===== config.mk =====
export PLATFORM = sky130hd
export DESIGN_NAME = edf_task_scheduler_unit
export DESIGN_NICKNAME = d
export VERILOG_FILES = /design/src/hw/rtl/edf_pkg.sv /design/src/hw/rtl/edf_task_scheduler_unit.sv /design/src/hw/rtl/edf_ram.sv
export SDC_FILE = /design/constraint.sdc
export NUM_CORES = 2
export LEC_CHECK = 0
export BUFFER_PORTS_ARGS = -buffer_cell sky130_fd_sc_hd__clkbuf_2
export CELL_PAD_IN_SITES_DETAIL_PLACEMENT = 1
export CELL_PAD_IN_SITES_GLOBAL_PLACEMENT = 1
export CORE_MARGIN = 2
export CORE_UTILIZATION = 58
export DETAILED_ROUTE_END_ITERATION = 12
export PLACE_DENSITY_LB_ADDON = 0.05
export SYNTH_ARGS = -nofsm -noshare
export SYNTH_HDL_FRONTEND = slang
export SYNTH_HIERARCHICAL = 1
export SYNTH_SLANG_ARGS = --single-unit
export TNS_END_PERCENT = 20

===== constraint.sdc =====
create_clock -name clk -period 14.6 [get_ports clk]
set_clock_uncertainty 0.05 [all_clocks]
set_input_delay 0.73 -clock clk [delete_from_list [all_inputs] [get_ports clk]]
set_output_delay 0.73 -clock clk [all_outputs]
set_load 0.03 [all_outputs]

===== src/hw/rtl/edf_pkg.sv =====
// ---------------------------------------------------------------------------
// edf_pkg: shared types and codes for the EDF task scheduler
// Command, status and task place codes plus the channel payload structs.
// ---------------------------------------------------------------------------
`default_nettype none

package edf_pkg;

  // task numbers travel as 4-bit fields, so the task table is fixed at 16
  localparam int TASKS = 16;

  localparam logic [2:0] CMD_CREATE   = 3'd0;
  localparam logic [2:0] CMD_SLEEP    = 3'd1;
  localparam logic [2:0] CMD_SET_DL   = 3'd2;
  localparam logic [2:0] CMD_TERM     = 3'd3;
  localparam logic [2:0] CMD_BLOCK    = 3'd4;
  localparam logic [2:0] CMD_RELEASE  = 3'd5;
  localparam logic [2:0] CMD_TICK     = 3'd6;
  localparam logic [2:0] CMD_SET_TICK = 3'd7;

  localparam logic [1:0] ST_OK        = 2'd0;
  localparam logic [1:0] ST_BAD_STATE = 2'd1;
  localparam logic [1:0] ST_EMPTY     = 2'd2;

  localparam logic [1:0] PLACE_FREE    = 2'd0;
  localparam logic [1:0] PLACE_READY   = 2'd1;
  localparam logic [1:0] PLACE_SLEEP   = 2'd2;
  localparam logic [1:0] PLACE_BLOCKED = 2'd3;

  // list codes, also the upper address bits of the order memory
  localparam logic [1:0] LST_READY   = 2'd0;
  localparam logic [1:0] LST_SLEEP   = 2'd1;
  localparam logic [1:0] LST_BLOCKED = 2'd2;

  // key memory bank select
  localparam logic KEY_DEADLINE = 1'b0;
  localparam logic KEY_WAKE     = 1'b1;

  typedef struct packed {
    logic [2:0]  cmd;
    logic [3:0]  task_id;
    logic [31:0] value;
  } cmd_item_t;

  typedef struct packed {
    logic [3:0]  running_task;
    logic        running_valid;
    logic [3:0]  previous_task;
    logic        switched;
    logic [1:0]  status;
    logic [31:0] tick_now;
    logic [4:0]  released_count;
  } result_item_t;

endpackage

`default_nettype wire


===== src/hw/rtl/edf_task_scheduler_unit.sv =====
// ---------------------------------------------------------------------------
// edf_task_scheduler_unit: earliest deadline first kernel scheduler
//
// Commands arrive as items on the in_ channel (valid/ready); each one gives
// exactly one result item on the out_ channel. Three sorted lists (ready by
// deadline, sleep by wake tick, blocked by deadline) live in one order
// memory, task deadlines and wake ticks in one key memory, both with a
// registered read port. A sequencer walks the lists one entry at a time.
// A sorted insert walks back from the list tail, shifting each entry it
// passes, a removal moves up every entry behind the removed one, and a
// tick command repeats that work for each task it releases.
// One command is in progress at a time; in_ready is high while the
// sequencer is idle, also while a result still waits in the output
// register. If the receiver stalls, the finished result of the next
// command is held until the output register frees up.
// Reset empties all lists, frees every task and zeroes the tick counter;
// the memories need no clearing.
// ---------------------------------------------------------------------------
`default_nettype none

module edf_task_scheduler_unit (
  input  logic                  clk,
  input  logic                  rst_n,
  input  logic                  in_valid,
  output logic                  in_ready,
  input  edf_pkg::cmd_item_t    in_data,
  output logic                  out_valid,
  input  logic                  out_ready,
  output edf_pkg::result_item_t out_data
);
  import edf_pkg::*;

  localparam int IDW = $clog2(TASKS);
  localparam int CW  = IDW + 1;
  localparam int OAW = IDW + 2;

  localparam logic [3:0] S_IDLE    = 4'd0;
  localparam logic [3:0] S_DISP    = 4'd1;
  localparam logic [3:0] S_RM_CHK  = 4'd2;
  localparam logic [3:0] S_RM_W    = 4'd3;
  localparam logic [3:0] S_POST    = 4'd4;
  localparam logic [3:0] S_KEY_W   = 4'd5;
  localparam logic [3:0] S_INS_CHK = 4'd6;
  localparam logic [3:0] S_INS_W1  = 4'd7;
  localparam logic [3:0] S_INS_W2  = 4'd8;
  localparam logic [3:0] S_TK_CHK  = 4'd9;
  localparam logic [3:0] S_TK_W1   = 4'd10;
  localparam logic [3:0] S_TK_W2   = 4'd11;
  localparam logic [3:0] S_FIN     = 4'd12;
  localparam logic [3:0] S_FIN_W   = 4'd13;

  logic [3:0]     state_r, state_nxt;
  logic [2:0]     cmd_r, cmd_nxt;
  logic [3:0]     tid_r, tid_nxt;
  logic [31:0]    val_r, val_nxt;
  logic [IDW-1:0] id_r, id_nxt;
  logic [IDW-1:0] ent_r, ent_nxt;
  logic [31:0]    key_r, key_nxt;
  logic [1:0]     list_r, list_nxt;
  logic [CW-1:0]  i_r, i_nxt;
  logic           found_r, found_nxt;
  logic           phase_r, phase_nxt;
  logic [IDW-1:0] prev_task_r, prev_task_nxt;
  logic           prev_valid_r, prev_valid_nxt;
  logic [1:0]     status_r, status_nxt;
  logic [4:0]     rel_r, rel_nxt;
  logic [31:0]    tick_r, tick_nxt;
  logic [CW-1:0]  cnt_r [4];
  logic [CW-1:0]  cnt_nxt [4];
  logic [1:0]     place_r [TASKS];
  logic           out_valid_r, out_valid_nxt;
  result_item_t   out_data_r, out_data_nxt;

  logic           place_we;
  logic [IDW-1:0] place_wa;
  logic [1:0]     place_wd;

  logic           ord_we, ord_re;
  logic [OAW-1:0] ord_waddr, ord_raddr;
  logic [IDW-1:0] ord_wdata, ord_rdata;
  logic           key_we, key_re;
  logic [IDW:0]   key_waddr, key_raddr;
  logic [31:0]    key_wdata, key_rdata;

  logic           tid_ok;
  logic [IDW-1:0] tid_idx;
  logic [1:0]     tk_list;
  logic           tk_sel;
  logic           out_free;
  logic           now_valid;
  logic [IDW-1:0] now_task;

  edf_ram #(.WIDTH(IDW), .DEPTH(4 * TASKS)) u_order (
    .clk(clk), .we(ord_we), .waddr(ord_waddr), .wdata(ord_wdata),
    .re(ord_re), .raddr(ord_raddr), .rdata(ord_rdata)
  );

  edf_ram #(.WIDTH(32), .DEPTH(2 * TASKS)) u_key (
    .clk(clk), .we(key_we), .waddr(key_waddr), .wdata(key_wdata),
    .re(key_re), .raddr(key_raddr), .rdata(key_rdata)
  );

  assign tid_ok    = 32'(tid_r) < TASKS;
  assign tid_idx   = IDW'(tid_r);
  assign tk_list   = phase_r ? LST_BLOCKED : LST_SLEEP;
  assign tk_sel    = phase_r ? KEY_DEADLINE : KEY_WAKE;
  assign out_free  = !out_valid_r || out_ready;
  assign now_valid = cnt_r[LST_READY] != '0;
  assign now_task  = now_valid ? ord_rdata : '0;
  assign in_ready  = state_r == S_IDLE;
  assign out_valid = out_valid_r;
  assign out_data  = out_data_r;

  always_comb begin
    state_nxt      = state_r;
    cmd_nxt        = cmd_r;
    tid_nxt        = tid_r;
    val_nxt        = val_r;
    id_nxt         = id_r;
    ent_nxt        = ent_r;
    key_nxt        = key_r;
    list_nxt       = list_r;
    i_nxt          = i_r;
    found_nxt      = found_r;
    phase_nxt      = phase_r;
    prev_task_nxt  = prev_task_r;
    prev_valid_nxt = prev_valid_r;
    status_nxt     = status_r;
    rel_nxt        = rel_r;
    tick_nxt       = tick_r;
    cnt_nxt        = cnt_r;
    out_valid_nxt  = out_valid_r && !out_ready;
    out_data_nxt   = out_data_r;
    place_we       = 1'b0;
    place_wa       = id_r;
    place_wd       = PLACE_READY;
    ord_we         = 1'b0;
    ord_waddr      = {list_r, i_r[IDW-1:0]};
    ord_wdata      = id_r;
    ord_re         = 1'b0;
    ord_raddr      = {list_r, i_r[IDW-1:0]};
    key_we         = 1'b0;
    key_waddr      = {KEY_DEADLINE, id_r};
    key_wdata      = key_r;
    key_re         = 1'b0;
    key_raddr      = {KEY_DEADLINE, id_r};

    case (state_r)
      S_IDLE: begin
        if (in_valid) begin
          cmd_nxt    = in_data.cmd;
          tid_nxt    = in_data.task_id;
          val_nxt    = in_data.value;
          status_nxt = ST_OK;
          rel_nxt    = '0;
          ord_re     = 1'b1;
          ord_raddr  = {LST_READY, {IDW{1'b0}}};
          state_nxt  = S_DISP;
        end
      end
      S_DISP: begin
        prev_valid_nxt = now_valid;
        prev_task_nxt  = now_task;
        case (cmd_r)
          CMD_CREATE: begin
            if (!tid_ok || place_r[tid_idx] != PLACE_FREE) begin
              status_nxt = ST_BAD_STATE;
              state_nxt  = S_FIN;
            end else begin
              key_we    = 1'b1;
              key_waddr = {KEY_DEADLINE, tid_idx};
              key_wdata = val_r;
              place_we  = 1'b1;
              place_wa  = tid_idx;
              place_wd  = PLACE_READY;
              id_nxt    = tid_idx;
              key_nxt   = val_r;
              list_nxt  = LST_READY;
              i_nxt     = cnt_r[LST_READY];
              state_nxt = S_INS_CHK;
            end
          end
          CMD_SLEEP, CMD_SET_DL, CMD_TERM, CMD_BLOCK: begin
            if (!now_valid) begin
              status_nxt = ST_EMPTY;
              state_nxt  = S_FIN;
            end else begin
              id_nxt    = ord_rdata;
              list_nxt  = LST_READY;
              found_nxt = 1'b1;
              i_nxt     = CW'(1);
              state_nxt = S_RM_CHK;
            end
          end
          CMD_RELEASE: begin
            if (!tid_ok || place_r[tid_idx] != PLACE_BLOCKED) begin
              status_nxt = ST_BAD_STATE;
              state_nxt  = S_FIN;
            end else begin
              id_nxt    = tid_idx;
              list_nxt  = LST_BLOCKED;
              found_nxt = 1'b0;
              i_nxt     = '0;
              state_nxt = S_RM_CHK;
            end
          end
          CMD_TICK: begin
            tick_nxt  = tick_r + 32'd1;
            phase_nxt = 1'b0;
            state_nxt = S_TK_CHK;
          end
          default: begin
            tick_nxt  = val_r;
            state_nxt = S_FIN;
          end
        endcase
      end
      S_RM_CHK: begin
        if (i_r == cnt_r[list_r]) begin
          cnt_nxt[list_r] = cnt_r[list_r] - CW'(1);
          state_nxt       = S_POST;
        end else begin
          ord_re    = 1'b1;
          state_nxt = S_RM_W;
        end
      end
      S_RM_W: begin
        // close the gap: every entry behind the removed one moves up
        if (found_r) begin
          ord_we    = 1'b1;
          ord_waddr = {list_r, IDW'(i_r - CW'(1))};
          ord_wdata = ord_rdata;
        end else if (ord_rdata == id_r) begin
          found_nxt = 1'b1;
        end
        i_nxt     = i_r + CW'(1);
        state_nxt = S_RM_CHK;
      end
      S_POST: begin
        place_we = 1'b1;
        case (cmd_r)
          CMD_SLEEP: begin
            key_nxt   = tick_r + val_r;
            key_we    = 1'b1;
            key_waddr = {KEY_WAKE, id_r};
            key_wdata = tick_r + val_r;
            place_wd  = PLACE_SLEEP;
            list_nxt  = LST_SLEEP;
            i_nxt     = cnt_r[LST_SLEEP];
            state_nxt = S_INS_CHK;
          end
          CMD_SET_DL: begin
            key_nxt   = val_r;
            key_we    = 1'b1;
            key_wdata = val_r;
            place_wd  = PLACE_READY;
            list_nxt  = LST_READY;
            i_nxt     = cnt_r[LST_READY];
            state_nxt = S_INS_CHK;
          end
          CMD_TERM: begin
            place_wd  = PLACE_FREE;
            state_nxt = S_FIN;
          end
          CMD_BLOCK: begin
            place_wd  = PLACE_BLOCKED;
            list_nxt  = LST_BLOCKED;
            key_re    = 1'b1;
            state_nxt = S_KEY_W;
          end
          default: begin
            place_wd  = PLACE_READY;
            list_nxt  = LST_READY;
            key_re    = 1'b1;
            state_nxt = S_KEY_W;
          end
        endcase
      end
      S_KEY_W: begin
        key_nxt   = key_rdata;
        i_nxt     = cnt_r[list_r];
        state_nxt = S_INS_CHK;
      end
      S_INS_CHK: begin
        // walk back from the tail, shifting entries with an equal or later key
        if (i_r == '0) begin
          ord_we          = 1'b1;
          cnt_nxt[list_r] = cnt_r[list_r] + CW'(1);
          state_nxt       = (cmd_r == CMD_TICK) ? S_TK_CHK : S_FIN;
        end else begin
          ord_re    = 1'b1;
          ord_raddr = {list_r, IDW'(i_r - CW'(1))};
          state_nxt = S_INS_W1;
        end
      end
      S_INS_W1: begin
        ent_nxt   = ord_rdata;
        key_re    = 1'b1;
        key_raddr = {(list_r == LST_SLEEP) ? KEY_WAKE : KEY_DEADLINE, ord_rdata};
        state_nxt = S_INS_W2;
      end
      S_INS_W2: begin
        ord_we = 1'b1;
        if (key_rdata >= key_r) begin
          ord_wdata = ent_r;
          i_nxt     = i_r - CW'(1);
          state_nxt = S_INS_CHK;
        end else begin
          cnt_nxt[list_r] = cnt_r[list_r] + CW'(1);
          state_nxt       = (cmd_r == CMD_TICK) ? S_TK_CHK : S_FIN;
        end
      end
      S_TK_CHK: begin
        if (cnt_r[tk_list] == '0) begin
          phase_nxt = 1'b1;
          state_nxt = phase_r ? S_FIN : S_TK_CHK;
        end else begin
          ord_re    = 1'b1;
          ord_raddr = {tk_list, {IDW{1'b0}}};
          state_nxt = S_TK_W1;
        end
      end
      S_TK_W1: begin
        id_nxt    = ord_rdata;
        key_re    = 1'b1;
        key_raddr = {tk_sel, ord_rdata};
        state_nxt = S_TK_W2;
      end
      S_TK_W2: begin
        if (key_rdata <= tick_r) begin
          rel_nxt   = rel_r + 5'd1;
          list_nxt  = tk_list;
          found_nxt = 1'b1;
          i_nxt     = CW'(1);
          state_nxt = S_RM_CHK;
        end else begin
          phase_nxt = 1'b1;
          state_nxt = phase_r ? S_FIN : S_TK_CHK;
        end
      end
      S_FIN: begin
        ord_re    = 1'b1;
        ord_raddr = {LST_READY, {IDW{1'b0}}};
        state_nxt = S_FIN_W;
      end
      S_FIN_W: begin
        // hold the result until the output register frees up
        if (out_free) begin
          out_valid_nxt               = 1'b1;
          out_data_nxt.running_task   = 4'(now_task);
          out_data_nxt.running_valid  = now_valid;
          out_data_nxt.previous_task  = 4'(prev_task_r);
          out_data_nxt.switched       = (now_valid != prev_valid_r) ||
                                        (now_task != prev_task_r);
          out_data_nxt.status         = status_r;
          out_data_nxt.tick_now       = tick_r;
          out_data_nxt.released_count = rel_r;
          state_nxt                   = S_IDLE;
        end
      end
      default: begin
        state_nxt = S_IDLE;
      end
    endcase
  end

  always_ff @(posedge clk) begin
    if (!rst_n) begin
      state_r     <= S_IDLE;
      out_valid_r <= 1'b0;
      tick_r      <= '0;
      for (int k = 0; k < 4; k++) begin
        cnt_r[k] <= '0;
      end
      for (int k = 0; k < TASKS; k++) begin
        place_r[k] <= PLACE_FREE;
      end
    end else begin
      state_r     <= state_nxt;
      out_valid_r <= out_valid_nxt;
      tick_r      <= tick_nxt;
      cnt_r       <= cnt_nxt;
      if (place_we) begin
        place_r[place_wa] <= place_wd;
      end
    end
  end

  always_ff @(posedge clk) begin
    cmd_r        <= cmd_nxt;
    tid_r        <= tid_nxt;
    val_r        <= val_nxt;
    id_r         <= id_nxt;
    ent_r        <= ent_nxt;
    key_r        <= key_nxt;
    list_r       <= list_nxt;
    i_r          <= i_nxt;
    found_r      <= found_nxt;
    phase_r      <= phase_nxt;
    prev_task_r  <= prev_task_nxt;
    prev_valid_r <= prev_valid_nxt;
    status_r     <= status_nxt;
    rel_r        <= rel_nxt;
    out_data_r   <= out_data_nxt;
  end

endmodule

`default_nettype wire


===== src/hw/rtl/edf_ram.sv =====
// ---------------------------------------------------------------------------
// edf_ram: generic simple dual port RAM
// One write port, one read port, read data registered and held when idle.
// ---------------------------------------------------------------------------
`default_nettype none

module edf_ram #(
  parameter int WIDTH = 8,
  parameter int DEPTH = 16
) (
  input  logic                     clk,
  input  logic                     we,
  input  logic [$clog2(DEPTH)-1:0] waddr,
  input  logic [WIDTH-1:0]         wdata,
  input  logic                     re,
  input  logic [$clog2(DEPTH)-1:0] raddr,
  output logic [WIDTH-1:0]         rdata
);

  logic [WIDTH-1:0] mem [DEPTH];

  always_ff @(posedge clk) begin
    if (we) begin
      mem[waddr] <= wdata;
    end
    if (re) begin
      rdata <= mem[raddr];
    end
  end

endmodule

`default_nettype wire


* Word level (Yosys, flattened, before mapping)
Memories as Yosys holds them, arrays and structs flattened. A register that Yosys moved wholly into a read port is not among the register bits.
Cells that the tools add are included.
** Word-level totals
- Bits in writable memories :: 1312
- Memories kept :: 3
- Logic and storage cells :: 256
- Latch bits :: 0
- Register bits :: 206
- ROM bits :: 0
** Cells by class
- Shift operators :: 0
- Bitwise gates (word level) :: 3
- $add $sub $neg :: 7
- Reduce and logical (&&, ||, !) cells :: 39
- Multiply operators :: 0
- Divide/modulo/power cells :: 0
- Equality and inequality tests :: 45
- Order comparisons :: 5
- Mux-type cells :: 126
** Memories
- u_key.mem :: words 32, width 32, read ports 1, clocked after Yosys merged registers in 1, wr ports 1, RTL line edf_ram.sv:20 : logic [WIDTH-1:0] mem [DEPTH];
- u_order.mem :: words 64, width 4, read ports 1, clocked after Yosys merged registers in 1, wr ports 1, RTL line edf_ram.sv:20
- place_r :: words 16, width 2, read ports 1, clocked after Yosys merged registers in 1, wr ports 16, RTL line edf_task_scheduler_unit.sv:70 : logic [1:0] place_r [TASKS];
** Operator list (number)
- $pmux 32 s2 :: 3
- $pmux 32 s3 :: 1
- $mux 4 :: 23
- $mux 5 :: 13
- $mux 32 :: 2
- $mux 20 :: 3
- $pmux 20 s3 :: 1
- $pmux 4 s14 :: 1
- $bwmux 20 :: 2
- $pmux 5 s2 :: 4
- $add 32x1->32 const B :: 1
- $add 32x32->32 :: 1
- $ge 32x32->1 :: 1
- $le 32x32->1 :: 1
- $mux 1 :: 31
- $pmux 2 s3 :: 5
- $pmux 5 s6 :: 1
- $eq 4x4->1 const B :: 6
- $ne 2x2->1 const B :: 12
- $pmux 4 s2 :: 3
- $pmux 6 s4 :: 1
- $mux 2 :: 11
- $bmux 5 s2 :: 2
- $ne 3x3->1 const B :: 6
- other kinds (50) :: 90

* Longest topological paths before layout
- Depth after elaboration :: 9
- Depth in mapped cells :: 16
- Depth with buffers taken out :: 13

* Modules after synthesis
Netlist, hierarchy kept.
** By module, submodules not included
- edf_ram (u_key) :: seq. area each 31710.4 µm², instances 1, area an instance 40807.9 µm², cells each 2260
- edf_task_scheduler_unit :: seq. area each 6656.4 µm², instances 1, area an instance 16463.3 µm², cells each 1815
- edf_ram (u_order) :: seq. area each 7807.5 µm², instances 1, area an instance 10396.2 µm², cells each 529

* Worst setup path after synthesis
Ideal clock, no wire load.
- Kind :: register to register
- Start :: register (tool-made name)
- End :: memory u_key.mem[12][0] (enable)
- Setup time :: 421 ps
- Buffers on the path :: 5
- Cell stages (with the launch flop) :: 14
- Arrival :: 4560 ps
- Period minus slack after synthesis :: 5031 ps
- Required time :: 14129 ps
- Path slack :: 9569 ps
- Cell sequence :: dfxtp_1 > buf_6 > buf_6 > mux2i_1 > nand2_1 > mux4_2 > and2_4 > a211oi_4 > buf_6 > buf_6 > mux2_2 > or3b_2 > clkbuf_1 > nor2_1
** RTL lines (RTL line)
- end: declaration :: edf_ram.sv:20

==> results.md <==
- Unrepaired setup endpoints after global routing: false
- Hold Path Sink: val_r[17]
- Worst hold path stage count: 1
- Wire per inst: 31.8 µm
- Die area: 119,000 µm²
- Rows: 125
- FF+latch count, synth: 1,558
- DR pass1 iterations: 8
- Synth Area per Inst: 14.7 µm²
- Grt ovf: 0
- Fmax: 169 MHz
- Post-CTS Repair Setup Buffers: 0
- Final-report hold violation count: 0
- Slowest cell on crit path: dfxtp_1
- Comb pwr share: 0.332
- WS Path Type: flop to flop
- Mapped cell area: 67,700 µm²
- Crit path arrival time: 6320 ps
- Fin. max-slew vios: 0
- Final Cycle Share: 0.406
- DPL Wire Length: 124 mm
- First-pass GRT wire length: 298 mm
- Syn_nets: 4,749
- Worst vdd ir: 0.172 mV
- Layout cell share with drive strength beyond 1: 0.122
- CP dominant cell by count: buf_4
- EDFF count, synth: 1,497
- Routed Antenna Nets: 0
- Commonest non-fill, non-tap cell in the layout: edfxtp_1
- Worst-Margin Slew: 1320 ps
- Vias: 42.8k
- Clock share of power: 0.254
- I/O Buffers: 93
- Clk Latency, worst-skew pair: 800 ps
- I/O pins: 94
- Min-delay src: in_data[17]
- Switching share of total power: 0.365
- Final min period: 5930 ps
- Startpoint Class: flop
- Num CTS Buffers: 159
- Worst hold path class: primary input to flop
- R2R Path End: u_key/mem[22][4]
- Root buf cell: clkbuf_16
- Vias in the first global route: 45.1k
- CTS Buffer Depth: 3
- Ys flop type: edfxtp_1
- All-layer global routing usage: 0.337
- DR DRC count: 0
- Post-Route Setup TNS: 0 ps
- Max stage delay on crit path: 920 ps
- WL final: 202 mm
- Outcome: complete, no violations
- Nets: 4,845
- Final worst slack: 8670 ps
- Switching power: 5.71 mW
- CTS Sinks: 1,558
- Yosys cell types: 85
- Crit. End Element: flop
- Slew HR: 0.120
- Die W: 346 µm
- Largest net degree at the start of global routing: 129
- TritonCTS clock tree: yes
- Core area: 116,000 µm²
- Hold buffers post-CTS: 0
- Fill cell count: 10.5k
- Max-capacitance violation count: 0
- Initial antenna violation count: 7
- DRT iter0 DRCs: 3,931
- Cells on worst reg2reg path: 10
- Commonest non-fill, non-tap cells in the layout: 1,497 x edfxtp_1, 558 x mux2i_1, 297 x nand2_1, 263 x a21oi_1, 195 x nor2_1
- Reg-to-reg slack, setup: 8670 ps
- Initial Util: 0.584
- Post-cts sizing count: 0
- Power density cells: 209 nW/µm²
- Synth Instances: 4,604
- Cell-internal power: 9.93 mW
- Pre-CTS setup slack: 8760 ps
- Fraction of registers with async set/reset: 0
- Worst path cell trace: mux2i_1 > nand2_1 > mux4_2 > and2_4 > a211oi_4 > buf_4 > mux2_2 > nand3b_1 > nor2_4 > buf_4
- Leak: 25.9 nW
- Worst-path clk slew: 60 ps
- H-tree levels: 4
- Via/cell ratio: 6.74
- Syn. warnings: 6
- Area Overhead vs Synth: 10.8%
- Worst Path Required: 14,980 ps
- GPL Wtd Cong: 0.944
- Sequential area share after synthesis: 0.682
- Sequential share of power: 0.414
- Die Y-Extent: 346 µm
- Final setup vio count: 0
- CP max FO: 55
[Yosys cell counts (25+ instances only)]
cell / instances / area, µm²
edfxtp_1: 1497 / 45000
mux2i_1: 559 / 5600
nand2_1: 299 / 1120
a21oi_1: 263 / 1320
nor2_1: 232 / 871
nand3_1: 174 / 871
clkbuf_1: 145 / 544
a22oi_1: 135 / 1010
o21ai_0: 131 / 656
ha_1: 101 / 1260
inv_1: 95 / 357
nor3_1: 89 / 445
a22o_1: 69 / 604
mux4_2: 64 / 1440
dfxtp_1: 61 / 1220
a31oi_1: 53 / 332
buf_2: 49 / 245
buf_4: 38 / 285
o211ai_1: 32 / 240
nand4_1: 28 / 175
xnor2_1: 28 / 245
nor2b_1: 25 / 156
[power by group through the flow]
stage	logic, mW	clock network [mW]	registers [mW]
2_1_floorplan	3.39	0	6.34
3_5_place_dp	5.07	0	6.55
5_1_grt	5.52	4.16	6.49
3_3_place_gp	4.86	0	6.54
6_report	5.19	3.97	6.47
4_1_cts	5.12	4.01	6.46
[metal layers]
metal | vias to the layer above | track usage | wire length, µm
li1 | 18200 | - | -
met5 | - | 0 | 70
met3 | 432 | 0.0542 | 15500
met1 | 22200 | 0.452 | 80200
met4 | 8 | 0.132 | 7650
met2 | 1937 | 0.556 | 98200
[stage by stage]
step	cell area [µm²]	power, mW	util	hold WS (ps)	instances
2_1_floorplan	67700	9.73	-	350	4604
6_report	75000	15.6	0.647	66.7	6351
3_3_place_gp	69900	11.4	0.603	357	6062
3_5_place_dp	69900	11.6	0.603	360	6062
5_1_grt	75000	16.2	0.647	47.8	6350
4_1_cts	74900	15.6	0.647	32.0	6349
[logic make-up (layout without fill, tap and decap cells)]
group,Yosys count,in the layout,synth area share
buffers and inverters,368,590,0.0266
AO/OA/AOI/OAI,903,903,0.0883
other,0,1,0
XOR/XNOR,51,51,0.00660
AND/OR/NAND/NOR,982,982,0.0686
multiplexers,640,640,0.109
adder cells (fa/ha/maj),102,102,0.0190
flip-flops,1558,1558,0.682
[area by class of cell]
cell class / instances / area, µm² / area share
antenna: 1 / 2.50 / 0.0000334
clock buffer: 207 / 4240 / 0.0566
clock inverter: 80 / 766 / 0.0102
inverter: 98 / 368 / 0.00491
multi-input combinational: 2678 / 20200 / 0.269
sequential: 1558 / 46200 / 0.616
tap: 1524 / 1910 / 0.0254
timing repair buffer: 205 / 1350 / 0.0180
[how the worst max path moves through the flow]
stage,from,end,slack [ps],cells after the start
after detailed placement,flop,u_key/mem[22][4],8760,10
after floorplan,flop,u_key/mem[12][0],9570,13
after global placement,flop,u_key/mem[22][1],9030,10
final,flop,u_key/mem[22][4],8670,10
after CTS,flop,u_key/mem[22][16],8700,10
after global routing,flop,u_key/mem[10][18],8510,9
[critical path, delay by kind of cell (launching register included)]
family | cells | cell delay [ps]
AND/OR/NAND/NOR | 4 | 1880
buffers and inverters | 2 | 1100
AO/OA/AOI/OAI | 1 | 190
multiplexers | 3 | 1330
flip-flops | 1 | 920
[sequential cells by signal, summed over array words and instances (netlist names), 5 cells and up, named ones only]
name	flops
out_data	49
place_r	32
tick_r	32
key_r	32
rel_r	5
u_key/rdata	32
val_r	32
u_key/mem	1024
u_order/mem	256
cnt_r	20
i_r	5
(Power assumes the default switching activity.)
